<file path="src/assert_macros.svh">
// Assertion helper macros shared by the RTL files.
`ifndef ASSERT_MACROS_SVH
`define ASSERT_MACROS_SVH
`ifndef SYNTHESIS
`define CSA_ASSERT(label, prop, msg) \
  label: assert property (@(posedge clk_i) disable iff (!rst_ni) prop) else $error(msg);
`define CSA_ASSERT_NEXT(label, ante, cons, msg) \
  label: assert property (@(posedge clk_i) disable iff (!rst_ni) (ante) |=> (cons)) \
    else $error(msg);
`else
`define CSA_ASSERT(label, prop, msg)
`define CSA_ASSERT_NEXT(label, ante, cons, msg)
`endif
`endif

</file>
<file path="src/csa_pkg.sv">
// ----------------------------------------------------------------------------
// csa_pkg
// Shared types and constants of the contiguous slot allocator.
// ----------------------------------------------------------------------------
package csa_pkg;

  localparam int unsigned Slots = 64;
  localparam int unsigned IdxW  = $clog2(Slots);
  localparam int unsigned CntW  = $clog2(Slots + 1);

  typedef enum logic [2:0] {
    CMD_FIND     = 3'd0,
    CMD_ALLOC    = 3'd1,
    CMD_RELEASE  = 3'd2,
    CMD_EVAL     = 3'd3,
    CMD_REFRESH  = 3'd4,
    CMD_COUNT    = 3'd5
  } cmd_e;

  typedef enum logic [1:0] {
    KIND_NONE    = 2'd0,
    KIND_WORKING = 2'd1,
    KIND_BACKUP  = 2'd2
  } kind_e;

  // Controller to datapath.
  typedef struct packed {
    logic load;   // capture the item and clear accumulators
    logic step;   // process the slot under the scan pointer
    logic emit;   // drive the single result of a non-find command
  } ctrl_t;

  // Datapath to controller.
  typedef struct packed {
    logic scan_done;  // pointer is on the final slot
    logic bad;        // range check failed or unknown command
    logic is_find;
  } stat_t;

endpackage

</file>
<file path="src/csa_datapath.sv">
// ----------------------------------------------------------------------------
// csa_datapath
// Slot map, scan pointer, run and fragment counters, and result registers.
// ----------------------------------------------------------------------------
`include "assert_macros.svh"
module csa_datapath (
  input  logic                      clk_i,
  input  logic                      rst_ni,
  input  logic [2:0]                command_i,
  input  logic                      path_is_backup_i,
  input  logic [5:0]                start_slot_i,
  input  logic [6:0]                demand_i,
  input  csa_pkg::ctrl_t            ctrl_i,
  output csa_pkg::stat_t            stat_o,
  output logic                      valid_o,
  output logic [5:0]                slot_index_o,
  output logic                      found_o,
  output logic                      last_o,
  output logic signed [7:0]         frag_delta_o,
  output logic [6:0]                unused_count_o,
  output logic [6:0]                new_slots_o,
  output logic                      status_o
);
  import csa_pkg::*;

  logic [Slots-1:0] used_q;
  logic [Slots-1:0] share_q;
  logic [7:0]       frags_q;

  // Holder counts and kinds live in a memory. An entry that was never written
  // reads as zero through its touched bit, and the count of the slot under the
  // pointer is registered by the load or the step before the one that uses it.
  logic [1:0]       kind_q   [Slots];
  logic [7:0]       hold_q   [Slots];
  logic [Slots-1:0] touched_q;
  logic [7:0]       hold_rd_q;

  logic [2:0]       cmd_q;
  logic             bk_q;
  logic [5:0]       start_q;
  logic [6:0]       dem_q;
  logic [IdxW-1:0]  ptr_q;
  logic [6:0]       run_q;
  logic [7:0]       cnt_q;     // fragment count being built
  logic [6:0]       free_q;
  logic [6:0]       news_q;
  logic             gap_q;

  logic [7:0] endp;
  logic       in_rng, inr, slot_u, eff_u, last_slot;
  logic [6:0] run_n;
  logic [7:0] cnt_n;
  logic [6:0] free_n;

  logic [IdxW-1:0] rd_addr;
  logic            touch, rel_free, kind_we;
  logic [7:0]      hold_cur, hold_wd;
  kind_e           kind_wd;

  assign endp      = {2'b0, start_q} + {1'b0, dem_q};
  assign in_rng    = endp <= 8'(Slots);
  assign inr       = ({1'b0, ptr_q} >= {1'b0, start_q}) && ({2'b0, ptr_q} < endp);
  assign slot_u    = used_q[ptr_q];
  assign eff_u     = slot_u || ((cmd_q == CMD_EVAL) && inr);
  assign last_slot = ptr_q == IdxW'(Slots - 1);
  assign run_n     = slot_u ? 7'd0 : run_q + 7'd1;
  assign cnt_n     = cnt_q + ((eff_u && gap_q) ? 8'd1 : 8'd0);
  assign free_n    = free_q + (eff_u ? 7'd0 : 7'd1);

  assign stat_o.scan_done = last_slot;
  assign stat_o.is_find   = cmd_q == CMD_FIND;
  assign stat_o.bad       = (cmd_q > CMD_COUNT) ||
                            ((cmd_q != CMD_FIND) && (cmd_q != CMD_REFRESH) && !in_rng);

  assign rd_addr  = ctrl_i.load ? '0 : ptr_q + IdxW'(1);
  assign touch    = ctrl_i.step && !stat_o.bad && inr &&
                    ((cmd_q == CMD_ALLOC) || (cmd_q == CMD_RELEASE));
  assign hold_cur = touched_q[ptr_q] ? hold_rd_q : 8'd0;
  assign rel_free = !bk_q || (hold_cur <= 8'd1);
  assign kind_we  = (cmd_q == CMD_ALLOC) || rel_free;
  assign kind_wd  = (cmd_q == CMD_ALLOC) ? (bk_q ? KIND_BACKUP : KIND_WORKING) : KIND_NONE;

  always_comb begin
    if (cmd_q == CMD_ALLOC) begin
      hold_wd = (hold_cur != 8'hFF) ? hold_cur + 8'd1 : hold_cur;
    end else begin
      hold_wd = (hold_cur != 8'd0) ? hold_cur - 8'd1 : hold_cur;
    end
  end

  always_ff @(posedge clk_i) begin
    if (touch) hold_q[ptr_q] <= hold_wd;
    if (touch && kind_we) kind_q[ptr_q] <= kind_wd;
    if (ctrl_i.load || ctrl_i.step) hold_rd_q <= hold_q[rd_addr];
  end

  always_ff @(posedge clk_i or negedge rst_ni) begin
    if (!rst_ni) begin
      used_q    <= '0;
      share_q   <= '0;
      touched_q <= '0;
      frags_q   <= 8'd1;
      valid_o   <= 1'b0;
      ptr_q     <= '0;
    end else begin
      valid_o <= 1'b0;
      if (ctrl_i.load) begin
        cmd_q   <= command_i;
        bk_q    <= path_is_backup_i;
        start_q <= start_slot_i;
        dem_q   <= demand_i;
        ptr_q   <= '0;
        run_q   <= '0;
        cnt_q   <= 8'd1;
        free_q  <= '0;
        news_q  <= '0;
        gap_q   <= 1'b0;
      end
      if (ctrl_i.step) begin
        ptr_q <= ptr_q + 1'b1;
        run_q <= run_n;
        cnt_q <= cnt_n;
        free_q <= free_n;
        gap_q <= !eff_u;
        if (touch) touched_q[ptr_q] <= 1'b1;
        if (!stat_o.bad && inr) begin
          unique case (cmd_q)
            CMD_ALLOC: begin
              used_q[ptr_q]  <= 1'b1;
              share_q[ptr_q] <= bk_q;
            end
            CMD_RELEASE: begin
              if (rel_free) begin
                used_q[ptr_q] <= 1'b0;
                if (bk_q) share_q[ptr_q] <= 1'b0;
              end
            end
            CMD_COUNT: if (!slot_u) news_q <= news_q + 7'd1;
            default: ;
          endcase
        end
        if (cmd_q == CMD_REFRESH && last_slot) frags_q <= cnt_n;
        // Find emits a result per window end; the last result is flagged later.
        if (cmd_q == CMD_FIND && dem_q != 7'd0 && dem_q <= 7'(Slots)) begin
          if (run_n >= dem_q) begin
            valid_o        <= 1'b1;
            slot_index_o   <= 6'(7'(ptr_q) + 7'd1 - dem_q);
            found_o        <= 1'b1;
            last_o         <= 1'b0;
            frag_delta_o   <= '0;
            unused_count_o <= '0;
            new_slots_o    <= '0;
            status_o       <= 1'b0;
          end
        end
      end
      if (ctrl_i.emit) begin
        valid_o        <= 1'b1;
        slot_index_o   <= '0;
        found_o        <= 1'b0;
        last_o         <= 1'b1;
        frag_delta_o   <= '0;
        unused_count_o <= '0;
        new_slots_o    <= '0;
        status_o       <= stat_o.bad;
        if (!stat_o.bad) begin
          if (cmd_q == CMD_EVAL) begin
            frag_delta_o   <= cnt_q - frags_q;
            unused_count_o <= free_q;
          end
          if (cmd_q == CMD_COUNT) new_slots_o <= bk_q ? news_q : dem_q;
        end
      end
    end
  end

  // The top level holds each find result until the next one is known, so
  // that the final window can carry the last flag.
  `CSA_ASSERT_NEXT(a_emit_last, ctrl_i.emit, valid_o && last_o, "emit without last result")
  `CSA_ASSERT(a_ptr_load, ctrl_i.load |=> ptr_q == '0, "scan pointer not cleared")
  `CSA_ASSERT(a_no_overlap, !(ctrl_i.load && ctrl_i.step), "load during scan")
endmodule

</file>
<file path="src/csa_controller.sv">
// ----------------------------------------------------------------------------
// csa_controller
// Sequencer: accept, scan every slot, then emit a non-find command's result.
// ----------------------------------------------------------------------------
`include "assert_macros.svh"
module csa_controller (
  input  logic           clk_i,
  input  logic           rst_ni,
  input  logic           start_i,
  input  csa_pkg::stat_t stat_i,
  output csa_pkg::ctrl_t ctrl_o,
  output logic           busy_o
);
  import csa_pkg::*;

  typedef enum logic [2:0] {
    ST_IDLE = 3'b001,
    ST_SCAN = 3'b010,
    ST_EMIT = 3'b100
  } state_e;

  state_e state_q, state_d;

  always_comb begin
    state_d     = state_q;
    ctrl_o      = '0;
    ctrl_o.load = (state_q == ST_IDLE) && start_i;
    unique case (state_q)
      ST_IDLE: if (start_i) state_d = ST_SCAN;
      ST_SCAN: begin
        ctrl_o.step = 1'b1;
        if (stat_i.scan_done) state_d = ST_EMIT;
      end
      ST_EMIT: begin
        ctrl_o.emit = !stat_i.is_find;
        state_d     = ST_IDLE;
      end
      default: state_d = ST_IDLE;
    endcase
  end

  assign busy_o = state_q != ST_IDLE;

  always_ff @(posedge clk_i or negedge rst_ni) begin
    if (!rst_ni) begin
      state_q <= ST_IDLE;
    end else begin
      state_q <= state_d;
    end
  end

  `CSA_ASSERT(a_onehot, $onehot(state_q), "state not one-hot")
  `CSA_ASSERT_NEXT(a_start, start_i && !busy_o, busy_o, "start not taken")
  `CSA_ASSERT(a_step_busy, ctrl_o.step |-> busy_o, "step while idle")
endmodule

</file>
<file path="src/contiguous_slot_allocator.sv">
// ----------------------------------------------------------------------------
// contiguous_slot_allocator
// First-fit allocator over a map of contiguous spectrum slots.
// ----------------------------------------------------------------------------
// Usage: drive the command fields and raise start while busy is low; the
// item is taken at that edge and busy stays high until the item is done.
// Every item walks the slot map one slot per cycle with the single scan
// pointer; the block takes no new item until busy is low again.
// Find gives one result per free window while it scans, in rising order, the
// final one carrying last_o; when there is no window it gives one result
// with found_o low. Every other command gives one result after the scan.
// An item's closing result is shown in the first cycle after busy falls.
// Each result is shown for one cycle with valid_o high and must be taken
// then; the receiver cannot stall the block. Reset clears the map to free,
// the stored fragment count to one, and returns the block to idle at once.
// ----------------------------------------------------------------------------
module contiguous_slot_allocator (
  input  logic              clk_i,
  input  logic              rst_ni,
  input  logic              start,
  output logic              busy,
  input  logic [2:0]        command_i,
  input  logic              path_is_backup_i,
  input  logic [5:0]        start_slot_i,
  input  logic [6:0]        demand_i,
  output logic              valid_o,
  output logic [5:0]        slot_index_o,
  output logic              found_o,
  output logic              last_o,
  output logic signed [7:0] frag_delta_o,
  output logic [6:0]        unused_count_o,
  output logic [6:0]        new_slots_o,
  output logic              status_o
);
  import csa_pkg::*;

  ctrl_t ctrl;
  stat_t stat;
  logic  dv;
  logic [5:0] d_idx;
  logic d_found, d_last, d_status;
  logic signed [7:0] d_delta;
  logic [6:0] d_unused, d_news;

  // Held find result: released when the next window appears or the scan ends.
  logic       hv_q, any_q;
  logic [5:0] hidx_q;
  logic       fin;

  csa_controller u_ctrl (
    .clk_i, .rst_ni, .start_i(start), .stat_i(stat), .ctrl_o(ctrl), .busy_o(busy)
  );

  csa_datapath u_dp (
    .clk_i, .rst_ni, .command_i, .path_is_backup_i, .start_slot_i, .demand_i,
    .ctrl_i(ctrl), .stat_o(stat), .valid_o(dv), .slot_index_o(d_idx),
    .found_o(d_found), .last_o(d_last), .frag_delta_o(d_delta),
    .unused_count_o(d_unused), .new_slots_o(d_news), .status_o(d_status)
  );

  // Find ends once the last scan step has passed through last_step_q and
  // fin_q and the result of the final slot is in the holding register.
  logic last_step_q, fin_q;
  always_ff @(posedge clk_i or negedge rst_ni) begin
    if (!rst_ni) begin
      last_step_q <= 1'b0;
      fin_q       <= 1'b0;
    end else begin
      last_step_q <= ctrl.step && stat.scan_done && stat.is_find;
      fin_q       <= last_step_q;
    end
  end
  assign fin = fin_q;

  always_ff @(posedge clk_i or negedge rst_ni) begin
    if (!rst_ni) begin
      hv_q  <= 1'b0;
      any_q <= 1'b0;
    end else begin
      if (ctrl.load) any_q <= 1'b0;
      if (dv && d_found) begin
        hv_q   <= 1'b1;
        hidx_q <= d_idx;
        any_q  <= 1'b1;
      end else if (fin) begin
        hv_q <= 1'b0;
      end
    end
  end

  always_comb begin
    valid_o        = 1'b0;
    slot_index_o   = '0;
    found_o        = 1'b0;
    last_o         = 1'b0;
    frag_delta_o   = '0;
    unused_count_o = '0;
    new_slots_o    = '0;
    status_o       = 1'b0;
    if (dv && !d_found) begin
      valid_o = 1'b1; last_o = d_last; frag_delta_o = d_delta;
      unused_count_o = d_unused; new_slots_o = d_news; status_o = d_status;
    end else if (hv_q && ((dv && d_found) || fin)) begin
      valid_o = 1'b1; slot_index_o = hidx_q; found_o = 1'b1; last_o = fin && !dv;
    end else if (fin && !any_q) begin
      valid_o = 1'b1; last_o = 1'b1;
    end
  end
endmodule
</file>
<file path="config.mk">
export PLATFORM = sky130hd
export DESIGN_NAME = contiguous_slot_allocator
export DESIGN_NICKNAME = d
export VERILOG_FILES = /design/src/csa_pkg.sv /design/src/csa_datapath.sv /design/src/csa_controller.sv /design/src/contiguous_slot_allocator.sv
export VERILOG_INCLUDE_DIRS = /design/src /design/src/src
export SDC_FILE = /design/constraint.sdc
export NUM_CORES = 1
export LEC_CHECK = 0
export ABC_CLOCK_PERIOD_IN_PS = 8000
export BUFFER_PORTS_ARGS = -buffer_cell sky130_fd_sc_hd__buf_2
export CAP_MARGIN = 15
export CORE_UTILIZATION = 40
export CTS_CLUSTER_SIZE = 16
export DETAILED_ROUTE_END_ITERATION = 12
export SYNTH_ARGS = -nofsm -noshare
export SYNTH_HDL_FRONTEND = slang
export SYNTH_HIERARCHICAL = 1
export SYNTH_SLANG_ARGS = --single-unit
</file>
<file path="constraint.sdc">
create_clock -name clk_i -period 8 [get_ports clk_i]
set_input_delay 2.4 -clock clk_i [delete_from_list [all_inputs] [get_ports clk_i]]
set_output_delay 2.4 -clock clk_i [all_outputs]
set_load 0.01 [all_outputs]
</file>
; ---- After elaboration in Yosys (flattened, before gate mapping)
; Memories as Yosys holds them, arrays and structs flattened. A register that Yosys moved wholly into a read port is not among the register bits.
; Index checks and enable logic that the tools add are counted.
[word_totals]
output_inout_bits = 33
n_memories = 1
ramBits = 512
ff_bits = 234
in_bits = 20
mem_bits_ro = 0
latchBits = 0
elab_cells = 207
[op_classes]
mux = 86
n_shift = 0
order_cmp = 9
div = 0
n_eq_ne = 15
mul = 0
bitwise = 4
add_sub_neg = 11
reduce_logical = 54
[mem_list]
columns = memory, words, width, rd, rd_ports_with_merged_regs, wr, line_no
row1 = u_dp.hold_q, 64, 8, 1, 1, 1, csa_datapath.sv:34  ; logic [7:0] hold_q [Slots];
[op_table]
columns = operator, n
row1 = 7-bit two-way mux, 21
row2 = 64-bit bitwise OR, 2
row3 = 64-bit one-hot mux with 2 select lines, 1
row4 = 8-bit two-way mux, 13
row5 = 64-bit bitwise AND, 1
row6 = 64-bit two-way mux, 1
row7 = 64-bit NOT, 1
row8 = 6-bit two-way mux, 8
row9 = 1-bit two-way mux, 36
row10 = 1-bit logical AND, 21
row11 = 7-bit by 1-bit adder with 7-bit output (second input constant), 2
row12 = 2-bit nonzero test, 7
row13 = 6-bit by 1-bit adder with 6-bit output (second input constant), 2
row14 = 1-bit binary-select mux with 6-bit select, 2
row15 = 2-bit AND reduction, 6
row16 = 3-bit by 2-bit equality test with 1-bit output (second input constant), 3
row17 = 3-bit equality test (second input constant), 3
row18 = 6-bit by 7-bit adder with 8-bit output, 1
row19 = 8-bit by 1-bit adder with 8-bit output (second input constant), 1
row20 = 8-bit adder, 1
row21 = 8-bit by 1-bit <= comparator with 1-bit output (second input constant), 1
row22 = 8-bit by 7-bit <= comparator with 1-bit output (second input constant), 1
row23 = 1-bit zero test, 8
row24 = 6-bit by 8-bit < comparator with 1-bit output, 1
row25 = 26 further kinds, 35

; ---- Longest topological paths before layout
[depth]
depth_word = 11
ltp_mapped = 20
depth_no_buf = 18

; ---- Modules after synthesis
; Netlist, hierarchy kept.
[modules_own_cells]
columns = module, seq_area_each_um2, area_per_inst_um2, cells_each, instances
row1 = csa_datapath, 21536.9, 33195.6, 2321, 1
row2 = contiguous_slot_allocator, 280.3, 598.1, 59, 1
row3 = csa_controller, 76.3, 156.4, 11, 1

; ---- Worst setup path before layout
; OpenSTA, ideal clock, no wires.
[synth_path]
kind = reg2reg
startpoint = register u_dp.ptr_q[1]
endpoint = memory u_dp.hold_q[0][0], data pin
arrival_ns = 5.784
required_ns = 7.279
setup_time_ns = 0.721
path_slack_ns = 1.495
stages_incl_launch_ff = 15
n_path_buf = 2
synth_period_minus_slack_ns = 6.505
path_cell_list = dfrtp_1 buf_6 and2_4 buf_4 a22oi_1 o22ai_1 a2111o_1 or4_1 nand2_1 inv_1 ha_1 and3_1 nand3_1 o21ai_0 a211oi_1
[synth_between]
elab_chain_len = 6
elab_cells_between_ends = 10
classes_between = add/sub: 2 / eq/ne: 1 / mux: 6 / reduce/logical: 1
[synth_rtl]
columns = element, line_no
row1 = from (decl), csa_datapath.sv:42  ; logic [IdxW-1:0] ptr_q;
row2 = from (signal assigned), csa_datapath.sv:120  ; ptr_q <= ptr_q + 1'b1;
row3 = 1-bit binary-select mux with 6-bit select *, csa_datapath.sv:78  ; assign hold_cur = touched_q[ptr_q] ? hold_rd_q : 8'd0;
row4 = 1-bit two-way mux (not written as such) *, csa_datapath.sv:78
row5 = 8-bit two-way mux *, csa_datapath.sv:78
row6 = "8-bit by 1-bit subtractor with 8-bit output, or another cell as far along", csa_datapath.sv:87  ; hold_wd = (hold_cur != 8'd0) ? hold_cur - 8'd1 : hold_cur;
row7 = 8-bit two-way mux (on tied branches), "csa_datapath.sv:87, csa_datapath.sv:85"
row8 = 8-bit two-way mux *, csa_datapath.sv:84  ; if (cmd_q == CMD_ALLOC) begin
row9 = net u_dp.hold_wd[0], csa_datapath.sv:57  ; logic [7:0] hold_cur, hold_wd;
row10 = to (decl), csa_datapath.sv:34
; Mark *: on every way through the listed nets, which the timed path passes. The rest lies on a longest branch. The select of a mux whose other input is x is not followed.

; ---- Worst setup path in the final report
[layout_path]
startpoint = register u_dp.ptr_q[1]
endpoint = register u_dp.new_slots_o[4], enable pin
[layout_between]
elab_chain_len = 6
[layout_rtl]
columns = element, line_no
row1 = 1-bit binary-select mux with 6-bit select, csa_datapath.sv:63  ; assign slot_u = used_q[ptr_q];
row2 = 1-bit two-way mux (not written as such), csa_datapath.sv:63
row3 = 7-bit two-way mux, csa_datapath.sv:66  ; assign run_n = slot_u ? 7'd0 : run_q + 7'd1;
row4 = 7-bit greater-or-equal comparator, csa_datapath.sv:145  ; if (run_n >= dem_q) begin
row5 = 2-bit nonzero test (no line), n/a
row6 = 4-bit AND reduction (no line), n/a
row7 = to (signal assigned), csa_datapath.sv:171  ; if (cmd_q == CMD_COUNT) new_slots_o <= bk_q ? news_q : dem_q;
row8 = to (decl), csa_datapath.sv:21  ; output logic [6:0] new_slots_o,
; No other way between the ends. The select of a mux whose other input is x is not followed.
; A chain may end at the register's enable or synchronous reset.

==> results.md <==
* CP top delay family: compound AO/OA/AOI/OAI gates
* Routed WL at 87.99 mm
* Die H at 293.3 um
* Starting density of the core at 40.50%
* Post-CTS setup buffer count at 0
* Final setup fails at 0
* Largest net degree at the start of global routing at 98
* Core area at 83820 sq um
* Die W at 293.3 um
* H-tree depth at 3
* Period utilization at 74.75%
* Leak at 13.73 nW
* CTS sink count at 754
* Final Total Pwr at 10.70 mW
* PwrDens at 279.0 nW/um^2
* Clock Path Buffers at 3
* Row cnt at 106
* Final min period at 5980 ps
* Hold slack at 393.3 ps
* # fillers at 7359
* Most used cell, CP: a21o_1
* Area of the multi-input gates at 11390 sq um
* Final hold vios at 0
* RSZ-0062 raised after global routing: no
* Post-synthesis net count at 2465
* Synthesized flop and latch total at 754
* Hold Buf Count CTS at 0
* Mean post-synth cell area at 14.20 sq um
* Top FF cell, synth: edfxtp_1
* N_diodes at 0
* Crit Path Max Fanout at 41
* Wire per inst at 24.17 um
* RR Endpoint: u_dp/new_slots_o[4]$_SDFFCE_PP0P_
* Sequential share of the synthesized area at 64.49%
* Crit path buffers/inverters at 0
* Synth-to-Final Area Change at 12.99%
* Setup_tns at 0 ps
* CP startpoint: u_dp/ptr_q[1]$_DFFE_PN0N_
* DR iter-0 viols at 1921
* Slew Limit Fails at 0
* Post-layout instance area at 38360 sq um
* Fin Clk Skew at 31.35 ps
* YS warnings at 6
* Slew margin rel. at 18.20%
* Clk_lat worst skew at 640 ps
* Area of the die at 86050 sq um
* CP max-delay cell: dfrtp_2
* Synthesized area at 33950 sq um
* IO Count at 53
* Worst r2r src: u_dp/ptr_q[1]$_DFFE_PN0N_
* FF/Latch Area at 21900 sq um
* Initial antenna violation count at 0
* Post-cts sizing count at 0
* Critical path arrival at 6210 ps
* Clk slew on worst S/H paths at 60 ps
* R2r worst-path depth at 15
* Unique masters post-synth at 82
* CP Launch Type: register
* Max IR drop VDD at 0.1681 mV
* Final Non-Filler Cells at 3640
* Tot GR Track Use at 20.52%
* Syn Inst Count at 2391
* Layout cells sized above 1 at 20.59%
* WP data required at 8230 ps
* Async S/R FF share, synth at 19.89%
* Final Wtd Congestion at 0.8731
* Area after DPL at 35840 sq um
* First-pass detailed-route iteration total at 6
* Min-Delay Path Class: reg -> reg
* Dpl cells at 3493
* Clock root buffer: clkbuf_16
* Fmax at 167.2 MHz
* Cell depth of the worst setup path at 15
* CTS tree: built
* Gr ovfl total at 0
* Crit path largest cell delay at 1000 ps
* Crit. End Element: register
* Vias in the first global route at 21110
* DR DRC count at 0
* First-pass GRT wire length at 134.0 mm
* # port buffers at 52
* Setup slack, reg-to-reg at 2020 ps
* Num CTS Buffers at 80
* Worst-Margin Slew at 1220 ps
* Critical setup path kind: reg -> reg
* Antenna-violating nets left at 0
* Via total after detailed routing at 21180
* CP Cell Sequence: nor2_1 > a221oi_1 > a211oi_1 > a2111oi_4 > o211ai_2 > or2_2 > ha_1 > nand2b_1 > a21o_1 > a21o_1 > a21o_1 > a21o_1 > a211oi_1 > nor2_1 > o21a_1
* HPWL after DPL at 54.89 mm
* Crit path to: u_dp/new_slots_o[4]$_SDFFCE_PP0P_
* Status: completed
* Final #Nets at 2519
* Post-synth EDFFs at 604
* Via density per instance at 5.820
* Max Cap Viol at 0
## registers in the layout (all words and copies together) (netlist names), 7 cells and up, named ones only
name	flops
u_dp/free_q	7
u_dp/frag_delta_o	8
u_dp/hold_rd_q	8
u_dp/unused_count_o	7
u_dp/cnt_q	8
u_dp/run_q	7
u_dp/dem_q	7
u_dp/hold_q	512
u_dp/new_slots_o	7
u_dp/touched_q	64
u_dp/news_q	7
u_dp/frags_q	8
## Yosys cell counts, drive strengths merged, types with 41 or more instances
master | count | area, sq um
clkbuf | 115 | 434.2
nand2 | 127 | 479.2
nor3 | 122 | 610.6
nor2 | 105 | 396.6
and2 | 43 | 271.5
ha | 51 | 638.1
a21oi | 70 | 354.1
inv | 44 | 165.2
nand2b | 41 | 256.5
mux2 | 66 | 743.2
dfrtp | 148 | 3704
edfxtp | 604 | 18140
mux4 | 85 | 1914
or2 | 45 | 281.5
nor2b | 46 | 295.3
nand4 | 69 | 431.7
buf | 60 | 369.1
mux2i | 109 | 1091
a211oi | 84 | 630.6
## power breakdown
part / leakage (nW) / switching (mW) / total [mW] / internal [mW]
Combinational: 4.77 / 1.64 / 2.53 / 0.886
Clock: 1.18 / 1.53 / 3.47 / 1.94
Sequential: 7.77 / 0.172 / 4.71 / 4.53
Total: 13.7 / 3.34 / 10.7 / 7.36
## per-layer routing
| layer | vias up | GRT usage [%] | part of all wire, % |
|---|---|---|---|
| li1 | 9362 | - | - |
| met1 | 10910 | 28.34 | 43 |
| met2 | 748 | 33.54 | 48 |
| met3 | 162 | 3.086 | 5.8 |
| met4 | 0 | 6.059 | 2.6 |
| met5 | - | 0 | 0 |
## worst min-delay path by stage
stage,from,to,slack (ps),cells past startpoint
floorplan,last_step_q$_DFF_PN0_,fin$_DFF_PN0_,330,0
global placement,last_step_q$_DFF_PN0_,fin$_DFF_PN0_,380,0
detailed placement,last_step_q$_DFF_PN0_,fin$_DFF_PN0_,390,0
CTS,last_step_q$_DFF_PN0_,fin$_DFF_PN0_,400,0
global route,last_step_q$_DFF_PN0_,fin$_DFF_PN0_,400,0
finish,last_step_q$_DFF_PN0_,fin$_DFF_PN0_,390,0
## cell families (layout without fill, tap and decap cells)
family / count (synthesis) / count (layout) / share of synthesized area (%)
AO/OA/AOI/OAI: 327 / 327 / 6.829
flip-flops: 754 / 754 / 64.49
XOR/XNOR: 45 / 45 / 1.161
multiplexers: 260 / 260 / 11.04
AND/OR/NAND/NOR: 732 / 732 / 11.57
buffers and inverters: 219 / 334 / 2.852
adder cells (fa/ha/maj): 54 / 54 / 2.056
## per-stage QoR
step | setup slack [ps] | util [%]
detailed placement | 1978 | 42.76
global route | 1633 | 45.76
finish | 2020 | 45.76
floorplan | 1495 | -
CTS | 1991 | 45.65
global placement | 1965 | 42.71
## final cells by class
type | instances | share of cell area (%)
timing repair buffer | 147 | 2.769
multi-input combinational | 1418 | 29.70
tap | 1134 | 3.699
sequential | 754 | 57.09
clock buffer | 105 | 5.623
inverter | 44 | 0.4306
clock inverter | 38 | 0.6882
## placed cells by master, fill, tap and decap left out, types with 35 or more instances in the layout
cell and count:
mux4_2 85, a211oi_1 82, nand2_1 125, nor3_1 95, nand4_1 69, nand2b_1 41
nor2b_1 44, a311oi_1 35, or2_2 44, nand3_1 37, edfxtp_1 604, buf_4 87
a21oi_1 69, ha_1 51, nor4_1 37, nor2_1 101, and2_1 42, clkbuf_16 81
mux2i_1 109, inv_1 43, dfrtp_1 145, mux2_2 64, buf_2 52
(Power assumes the default switching activity.)
